File: config.mk
export PLATFORM = sky130hd
export DESIGN_NAME = aar_front
export DESIGN_NICKNAME = d
export VERILOG_FILES = /design/src/rtl/core/aar_pkg.sv /design/src/rtl/core/aar_front.sv
export SDC_FILE = /design/constraint.sdc
export NUM_CORES = 2
export LEC_CHECK = 0
export BUFFER_PORTS_ARGS = -buffer_cell sky130_fd_sc_hd__buf_2
export CAP_MARGIN = 10
export CORE_MARGIN = 2
export CORE_UTILIZATION = 45
export DETAILED_ROUTE_END_ITERATION = 16
export PLACE_DENSITY_LB_ADDON = 0.2
export SYNTH_ARGS = -nofsm -noshare
export SYNTH_HDL_FRONTEND = slang
export SYNTH_SLANG_ARGS = --single-unit
File: constraint.sdc
create_clock -name clk -period 9.37 [get_ports clk]
set_input_delay 1.4055 -clock clk [delete_from_list [all_inputs] [get_ports clk]]
set_output_delay 1.4055 -clock clk [all_outputs]
set_load 0.05 [all_outputs]
File: src/rtl/core/aar_pkg.sv
package aar_pkg;

  localparam int OUT_FRAC_BITS = 14;
  localparam int TRIG_STEPS    = 16;
  localparam int CORDIC_STEPS  = (TRIG_STEPS > 32) ? 32 : TRIG_STEPS;
  localparam int OUT_SHIFT     = 30 - OUT_FRAC_BITS;
  localparam int SQRT_STEPS    = 31;
  localparam int QUO_BITS      = 31;

  localparam logic signed [35:0] ONE_Q30         = 36'sd1073741824;
  localparam logic signed [31:0] ONE_Q30_W       = 32'sd1073741824;
  localparam logic signed [33:0] PI_Q30          = 34'sd3373259426;
  localparam logic signed [33:0] HALF_PI_Q30     = 34'sd1686629713;
  localparam logic signed [32:0] CORDIC_GAIN_Q30 = 33'sd652032874;
  localparam logic signed [63:0] MUL_ROUND       = 64'sd536870912;
  localparam logic signed [35:0] OUT_ROUND       = 36'((64'd1 << OUT_SHIFT) >> 1);

  typedef struct packed {
    logic [2:0][15:0]   axis;
    logic signed [33:0] h;
    logic               neg;
    logic               zero;
    logic [61:0]        rad;
  } front_t;

  typedef struct packed {
    logic [2:0][15:0]   axis;
    logic signed [33:0] h;
    logic               neg;
    logic               zero;
    logic [31:0]        len;
  } root_t;

  typedef struct packed {
    logic [2:0][15:0]   axis;
    logic               zero;
    logic [31:0]        len;
    logic signed [31:0] c;
    logic signed [31:0] s;
  } trig_t;

  typedef struct packed {
    logic               zero;
    logic [2:0][31:0]   u;
    logic signed [31:0] c;
    logic signed [31:0] s;
  } unit_t;

  typedef struct packed {
    logic                  zero;
    logic [2:0][2:0][15:0] m;
    logic [3:0][15:0]      q;
  } mat_t;

  // atan(2^-i) in Q2.30
  function automatic logic [29:0] atan_q30(input int unsigned i);
    case (i)
      0:  atan_q30 = 30'd843314856;
      1:  atan_q30 = 30'd497837829;
      2:  atan_q30 = 30'd263043836;
      3:  atan_q30 = 30'd133525158;
      4:  atan_q30 = 30'd67021686;
      5:  atan_q30 = 30'd33543515;
      6:  atan_q30 = 30'd16775850;
      7:  atan_q30 = 30'd8388437;
      8:  atan_q30 = 30'd4194282;
      9:  atan_q30 = 30'd2097149;
      10: atan_q30 = 30'd1048575;
      11: atan_q30 = 30'd524287;
      12: atan_q30 = 30'd262143;
      13: atan_q30 = 30'd131071;
      14: atan_q30 = 30'd65535;
      15: atan_q30 = 30'd32767;
      16: atan_q30 = 30'd16383;
      17: atan_q30 = 30'd8191;
      18: atan_q30 = 30'd4095;
      19: atan_q30 = 30'd2047;
      20: atan_q30 = 30'd1023;
      21: atan_q30 = 30'd511;
      22: atan_q30 = 30'd255;
      23: atan_q30 = 30'd127;
      24: atan_q30 = 30'd63;
      25: atan_q30 = 30'd31;
      26: atan_q30 = 30'd15;
      27: atan_q30 = 30'd8;
      28: atan_q30 = 30'd4;
      29: atan_q30 = 30'd2;
      30: atan_q30 = 30'd1;
      default: atan_q30 = 30'd0;
    endcase
  endfunction

  // Q2.30 product, rounded half up
  function automatic logic signed [31:0] mul30(input logic signed [31:0] a,
                                               input logic signed [31:0] b);
    logic signed [63:0] p;
    p = a * b;
    p = p + MUL_ROUND;
    mul30 = p[61:30];
  endfunction

  function automatic logic signed [35:0] ext36(input logic signed [31:0] a);
    ext36 = a;
  endfunction

  // Q2.30 to output format, round half up, saturate
  function automatic logic [15:0] to_out(input logic signed [35:0] v);
    logic signed [35:0] r;
    r = (v + OUT_ROUND) >>> OUT_SHIFT;
    if (r > 36'sd32767) begin
      to_out = 16'h7fff;
    end else if (r < -36'sd32768) begin
      to_out = 16'h8000;
    end else begin
      to_out = r[15:0];
    end
  endfunction

  localparam logic [15:0] ONE_OUT = to_out(ONE_Q30);

endpackage

File: src/rtl/core/aar_front.sv
module aar_front import aar_pkg::*; (
  input  logic        clk,
  input  logic        rst,
  input  logic        adv,
  input  logic        in_valid,
  input  logic [63:0] in_data,
  output logic        out_valid,
  output front_t      out_data
);

  logic signed [15:0] angle, ax, ay, az;
  logic signed [33:0] h_raw;
  logic signed [31:0] px, py, pz;
  logic               v1;
  logic [2:0][15:0]   axis1;
  logic [30:0]        sqx, sqy, sqz;
  logic signed [33:0] h1;
  logic               neg1;
  logic [31:0]        sumsq;

  assign angle = in_data[15:0];
  assign ax    = in_data[31:16];
  assign ay    = in_data[47:32];
  assign az    = in_data[63:48];
  assign h_raw = {angle[15], angle, 17'b0};
  assign px    = ax * ax;
  assign py    = ay * ay;
  assign pz    = az * az;

  always_ff @(posedge clk) begin
    if (rst) begin
      v1        <= 1'b0;
      out_valid <= 1'b0;
    end else if (adv) begin
      v1        <= in_valid;
      out_valid <= v1;
    end
  end

  // stage 1: squares, half angle folded into +-pi/2
  always_ff @(posedge clk) begin
    if (adv) begin
      axis1 <= {az, ay, ax};
      sqx   <= px[30:0];
      sqy   <= py[30:0];
      sqz   <= pz[30:0];
      if (h_raw > HALF_PI_Q30) begin
        h1   <= h_raw - PI_Q30;
        neg1 <= 1'b1;
      end else if (h_raw < -HALF_PI_Q30) begin
        h1   <= h_raw + PI_Q30;
        neg1 <= 1'b1;
      end else begin
        h1   <= h_raw;
        neg1 <= 1'b0;
      end
    end
  end

  assign sumsq = 32'(sqx) + 32'(sqy) + 32'(sqz);

  // stage 2: length squared, radicand scaled by 2^30
  always_ff @(posedge clk) begin
    if (adv) begin
      out_data.axis <= axis1;
      out_data.h    <= h1;
      out_data.neg  <= neg1;
      out_data.zero <= (sumsq == 32'd0);
      out_data.rad  <= {sumsq, 30'b0};
    end
  end

endmodule

# Word-level counts from Yosys, hierarchy flattened
# Index checks and enable logic that the tools add are counted.
# totals
input_bits,68
output_inout_bits,147
ff_bits,294
wordCells,30
# op_classes
n_addsub,4
reduce_logical,1
muxes,3
n_lt_le_gt_ge,2
mul,3
# ops
operator,n
multiplier 16 x 16 -> 31 bit,3
two-way mux 34 bit,2
"adder 33 x 33 -> 34 bit, second input constant",1
"subtractor 33 x 33 -> 34 bit, second input constant",1
"> comparator 33 x 32 -> 1 bit, second input constant",1
"less-than comparator 33 x 32 -> 1 bit, second input constant",1
adder 31 x 31 -> 32 bit,1
adder 32 x 31 -> 32 bit,1
logical NOT 32 bit,1
two-way mux 1 bit,1

# Depth between registers and ports, before layout
# logic_depth
depth_word,3
depth_mapped,26
depth_no_buf,25

# Worst setup path before layout
# No wires, ideal clock.
# synth_timing
path_type,in2reg
start,in in_data[31]
end,reg sqx[30] (data pin)
path_buffers,2
required_time_ns,9.110
path_slack_ns,1.408
path_stages,24
t_arrival_ns,7.702
cell_sequence,clkbuf_1 inv_1 clkbuf_1 nor2_1 fa_1 inv_1 fa_1 fa_1 inv_1 fa_1 fa_1 inv_1 fa_1 inv_1 ha_1 a21o_1 a21oi_1 nor2_1 a311o_1 or2_2 a221o_1 or4b_2 a31oi_1 xnor2_1
# synth_between
elab_chain_cells,1
# synth_rtl
item,line,source
"start, declared",aar_front.sv:6,"input logic [63:0] in_data,"
multiplier 16 x 16 -> 31 bit,aar_front.sv:26,assign px = ax * ax;
named net px[30],aar_front.sv:13,"logic signed [31:0] px, py, pz;"
"end signal, assigned",aar_front.sv:44,sqx <= px[30:0];
"end, declared",aar_front.sv:16,"logic [30:0] sqx, sqy, sqz;"
# The timed path passes the listed nets, and every way through them passes these cells.
# A chain may end at the register's enable or synchronous reset.

# Final worst setup path
# layout_timing
start,in in_data[35]
end,reg sqy[30] (data pin)
# layout_between
elab_chain_cells,1
# layout_rtl
item,line,source
multiplier 16 x 16 -> 31 bit,aar_front.sv:27,assign py = ay * ay;
named net py[30],aar_front.sv:13,
"end signal, assigned",aar_front.sv:45,sqy <= py[30:0];
"end, declared",aar_front.sv:16,
# The timed path passes the listed nets, and every way through them passes these cells.

==> flow_summary_export.csv <==
group,metric,value,unit
detailed_routing,routed_wirelength,78600,µm
timing,timing.final.crit_share,84.3,%
global_route,grt_use_total,19.6,%
final_layout,relative_area_change_from_synthesis_to_final_layout,8.24,%
cts,clkSlewWorstSetupHoldPaths,60,ps
placement,dp.cells,4719,
critical_path,endpoint_kind,"register",
critical_path,critical_path_class,"in -> reg",
critical_path,worst-path-max-fanout,15,
cts,post-cts-setup-buffers,0,
synth,syn_area,36900,µm²
synth,post_synth_inst_count,3557,
timing,slew_viol_final,0,
synth,total_number_of_yosys_warnings,0,
final_layout,insertedDiodeCount,0,
synth,yosysTopAreaCellShare,39.0,%
floorplan,io-pin-count,215,
synth,count_of_cell_types_in_the_netlist,75,
synth,dominantRegCellSynth,"sky130_fd_sc_hd__edfxtp_1",
detailed_routing,via_density,4.86,
flow_run,cap_viol_max_count,0,
worst_hold_path,min_from,"h1[25]$_DFFE_PP_",
cts,worstSkewPairLatency,570,ps
worst_hold_path,min_path_cells,0,
timing,fin_worst_skew,29.3,ps
global_route,gr-total-overflow,0,
synth,yosys.area.top_type,"sky130_fd_sc_hd__fa_1",
synth,synth_seq_area_share,21.0,%
placement,number_of_i_o_port_buffers,183,
timing,worst_pin_slew,1090,ps
cts,cts-resized-gates,0,
synth,synth_seq_cells,258,
critical_path,timing.reg2reg.worst_path_depth,14,
run_status,status,"complete, no violations",
global_route,antenna_found_initial,1,
detailed_routing,routed_wire_length_per_instance,16.4,µm
cts,clockBufferDepth,3,
timing,timing.slew.headroom,27.6,%
final_layout,fraction_of_layout_cells_with_a_size_suffix_above_1,7.57,%
critical_path,worst-endpoint-arrival,8180,ps
placement,dpl.hpwl,64400,µm
cts,cts.sink_count,258,
floorplan,floorplan.die_area,84200,µm²
detailed_routing,dr.pass1.iters,4,
synth,synth_area_per_cell,10.4,µm²
timing,rsz0062_at_grt,"false",
cts,root_buffer,"sky130_fd_sc_hd__clkbuf_16",
synth,postSynth.asyncResetShare,0,%
floorplan,core.rowCount,104,
placement,place_congestion,0.857,
critical_path,worst_r2r_startpoint,"sqx[3]$_DFFE_PP_",
final_layout,finalNonFillerCells,4783,
global_route,via_count_of_the_first_global_routing_pass,25073,
final_layout,nNetsFinal,4771,
floorplan,design.core.area,80800,µm²
global_route,largest_net_degree_at_the_start_of_global_routing,166,
floorplan,die_x,290,µm
cts,h-tree-depth,2,
timing,period_minus_slack,7900,ps
critical_path,timing.reg2reg.setup_slack,4530,ps
timing,maxClockFrequency,0.127,GHz
critical_path,worst_r2r_endpoint,"out_data[62]$_DFFE_PP_",
detailed_routing,routed-via-count,23253,
timing,final.setup.tns,0,ps
critical_path,startpoint_class,"input port",
detailed_routing,detailedRoute.firstIterationViolations,1220,
critical_path,worstPathRequired,9660,ps
cts,cts_buf_count,35,
worst_hold_path,hp-class,"reg -> reg",
cts,post_cts_hold_buffers,0,
floorplan,start_util,45.6,%
cts,cts_tree,"yes",
detailed_routing,drt.antenna.violating_nets,0,
timing,setup_viol,0,
global_route,grt_first_pass_wirelength,131000,µm
synth,number_of_enable_type_register_cells_in_the_synthesized_netlist,256,
floorplan,die_h,290,µm
worst_hold_path,worstHoldEndpoint,"out_data[89]$_DFFE_PP_",
synth,synthTopCellsByArea,"sky130_fd_sc_hd__fa_1, sky130_fd_sc_hd__edfxtp_1, sky130_fd_sc_hd__inv_1",
detailed_routing,drt_drc_violations_left,0,
timing,timing.final.hold_violations,0,
worst max path at each step:
| stage | startpoint | endpoint | cells past startpoint |
|---|---|---|---|
| final | in_data[35] | sqy[30]$_DFFE_PP_ | 23 |
| after global routing | in_data[35] | sqy[30]$_DFFE_PP_ | 23 |
| after CTS | in_data[35] | sqy[30]$_DFFE_PP_ | 23 |
| after detailed placement | in_data[35] | sqy[30]$_DFFE_PP_ | 23 |
| after global placement | in_data[35] | sqy[30]$_DFFE_PP_ | 23 |
| after floorplan | in_data[31] | sqx[30]$_DFFE_PP_ | 24 |
through the flow:
stage	worst slack [ps]	area, µm²	hold WS, ps	util, %
final	1470	39900	414	49.4
after global routing	1150	39900	420	49.4
after CTS	1490	39900	414	49.4
after detailed placement	914	38700	405	47.9
after global placement	999	38700	400	47.9
after floorplan	1410	37000	400	-
flip-flops by register name, summed over array words and instances, names as in the netlist:
register,count
out_data,101
axis1,48
sqx,29
sqy,29
sqz,29
h1,20
out_valid,1
v1,1
critical path, cell delays in order:
cell and delay, ps:
sky130_fd_sc_hd__buf_2 290, sky130_fd_sc_hd__inv_1 220, sky130_fd_sc_hd__nor2_1 270, sky130_fd_sc_hd__fa_1 600, sky130_fd_sc_hd__inv_1 140, sky130_fd_sc_hd__fa_1 460
sky130_fd_sc_hd__inv_1 260, sky130_fd_sc_hd__fa_1 490, sky130_fd_sc_hd__fa_1 500, sky130_fd_sc_hd__fa_1 490, sky130_fd_sc_hd__inv_1 50, sky130_fd_sc_hd__fa_1 470
sky130_fd_sc_hd__inv_1 40, sky130_fd_sc_hd__ha_1 320, sky130_fd_sc_hd__and2_1 200, sky130_fd_sc_hd__and4_1 230, sky130_fd_sc_hd__and3_1 170, sky130_fd_sc_hd__a221o_1 350
sky130_fd_sc_hd__or4_1 440, sky130_fd_sc_hd__a311oi_1 380, sky130_fd_sc_hd__o21bai_1 120, sky130_fd_sc_hd__a21oi_1 180, sky130_fd_sc_hd__xnor2_1 80
cell usage in the layout, fill, tap and decap left out, drive strengths merged, types with 16 or more instances in the layout:
master	n
nand2	269
conb	31
nor3	25
and2	99
a21oi	91
clkbuf	44
inv	994
xor2	37
buf	192
xnor2	124
and3	17
fa	719
o21ai	56
nor2b	17
o21bai	16
nand2b	17
ha	288
edfxtp	256
nand3	23
nor2	175
a21o	49
area by class of cell:
class	count	area, µm²
Clock inverter	20	303
Tap cell	1060	1330
Sequential cell	258	7730
Multi-Input combinational cell	2214	24900
Fill cell	7572	40900
Clock buffer	44	910
Inverter	995	3730
Timing Repair Buffer	192	1010
routing by layer:
metal / part of all wire, % / track usage, % / wire length (µm) / vias up
met1: 45 / 27.2 / 35700 / 11701
met2: 47 / 32.5 / 37200 / 472
met5: 0 / 0 / 0 / -
li1: - / - / - / 11003
met4: 2.0 / 4.05 / 1590 / 0
met3: 5.2 / 3.15 / 4100 / 77
cells by family after synthesis:
group / count (synthesis) / synth area share, %
AND/OR/NAND/NOR: 695 / 8.77
multiplexers: 8 / 0.227
buffers and inverters: 1115 / 11.8
flip-flops: 258 / 21.0
XOR/XNOR: 161 / 3.82
adder cells (fa/ha/maj): 1007 / 48.8
AO/OA/AOI/OAI: 312 / 5.59
other: 1 / 0.0102
synth_stat cells, types with 3 or more instances:
cell type                   number
sky130_fd_sc_hd__inv_1         990
sky130_fd_sc_hd__a31oi_1        12
sky130_fd_sc_hd__a2bb2oi_1       3
sky130_fd_sc_hd__o211ai_1        7
sky130_fd_sc_hd__a311o_1         3
sky130_fd_sc_hd__nor4_1          5
sky130_fd_sc_hd__clkbuf_1       74
sky130_fd_sc_hd__and3_1         17
sky130_fd_sc_hd__nor3_1         25
sky130_fd_sc_hd__and4_1          4
sky130_fd_sc_hd__ha_1          288
sky130_fd_sc_hd__mux2_2          3
sky130_fd_sc_hd__o31ai_1         6
sky130_fd_sc_hd__clkinv_1        5
sky130_fd_sc_hd__a211oi_1        4
sky130_fd_sc_hd__mux2i_1         5
sky130_fd_sc_hd__o21a_1         10
sky130_fd_sc_hd__nand3_1        23
sky130_fd_sc_hd__o21ai_0        54
sky130_fd_sc_hd__a31o_2         11
sky130_fd_sc_hd__nor2b_1        16
sky130_fd_sc_hd__edfxtp_1      256
sky130_fd_sc_hd__xnor2_1       124
sky130_fd_sc_hd__xor2_1         37
sky130_fd_sc_hd__buf_4          45
sky130_fd_sc_hd__a21o_1         49
sky130_fd_sc_hd__or3_1           9
sky130_fd_sc_hd__a21oi_1        91
sky130_fd_sc_hd__or4_1           3
sky130_fd_sc_hd__or2_2          15
sky130_fd_sc_hd__nor2_1        174
sky130_fd_sc_hd__and2_1         99
sky130_fd_sc_hd__fa_1          719
sky130_fd_sc_hd__a311oi_1        4
sky130_fd_sc_hd__a22oi_1         4
sky130_fd_sc_hd__a21boi_0        7
sky130_fd_sc_hd__o21bai_1       16
sky130_fd_sc_hd__nand4_1         7
sky130_fd_sc_hd__nand2_1       269
sky130_fd_sc_hd__nand2b_1       17
Power is not shown: default switching activity piles up to over one toggle a cycle in this logic, so the estimate is an artifact.
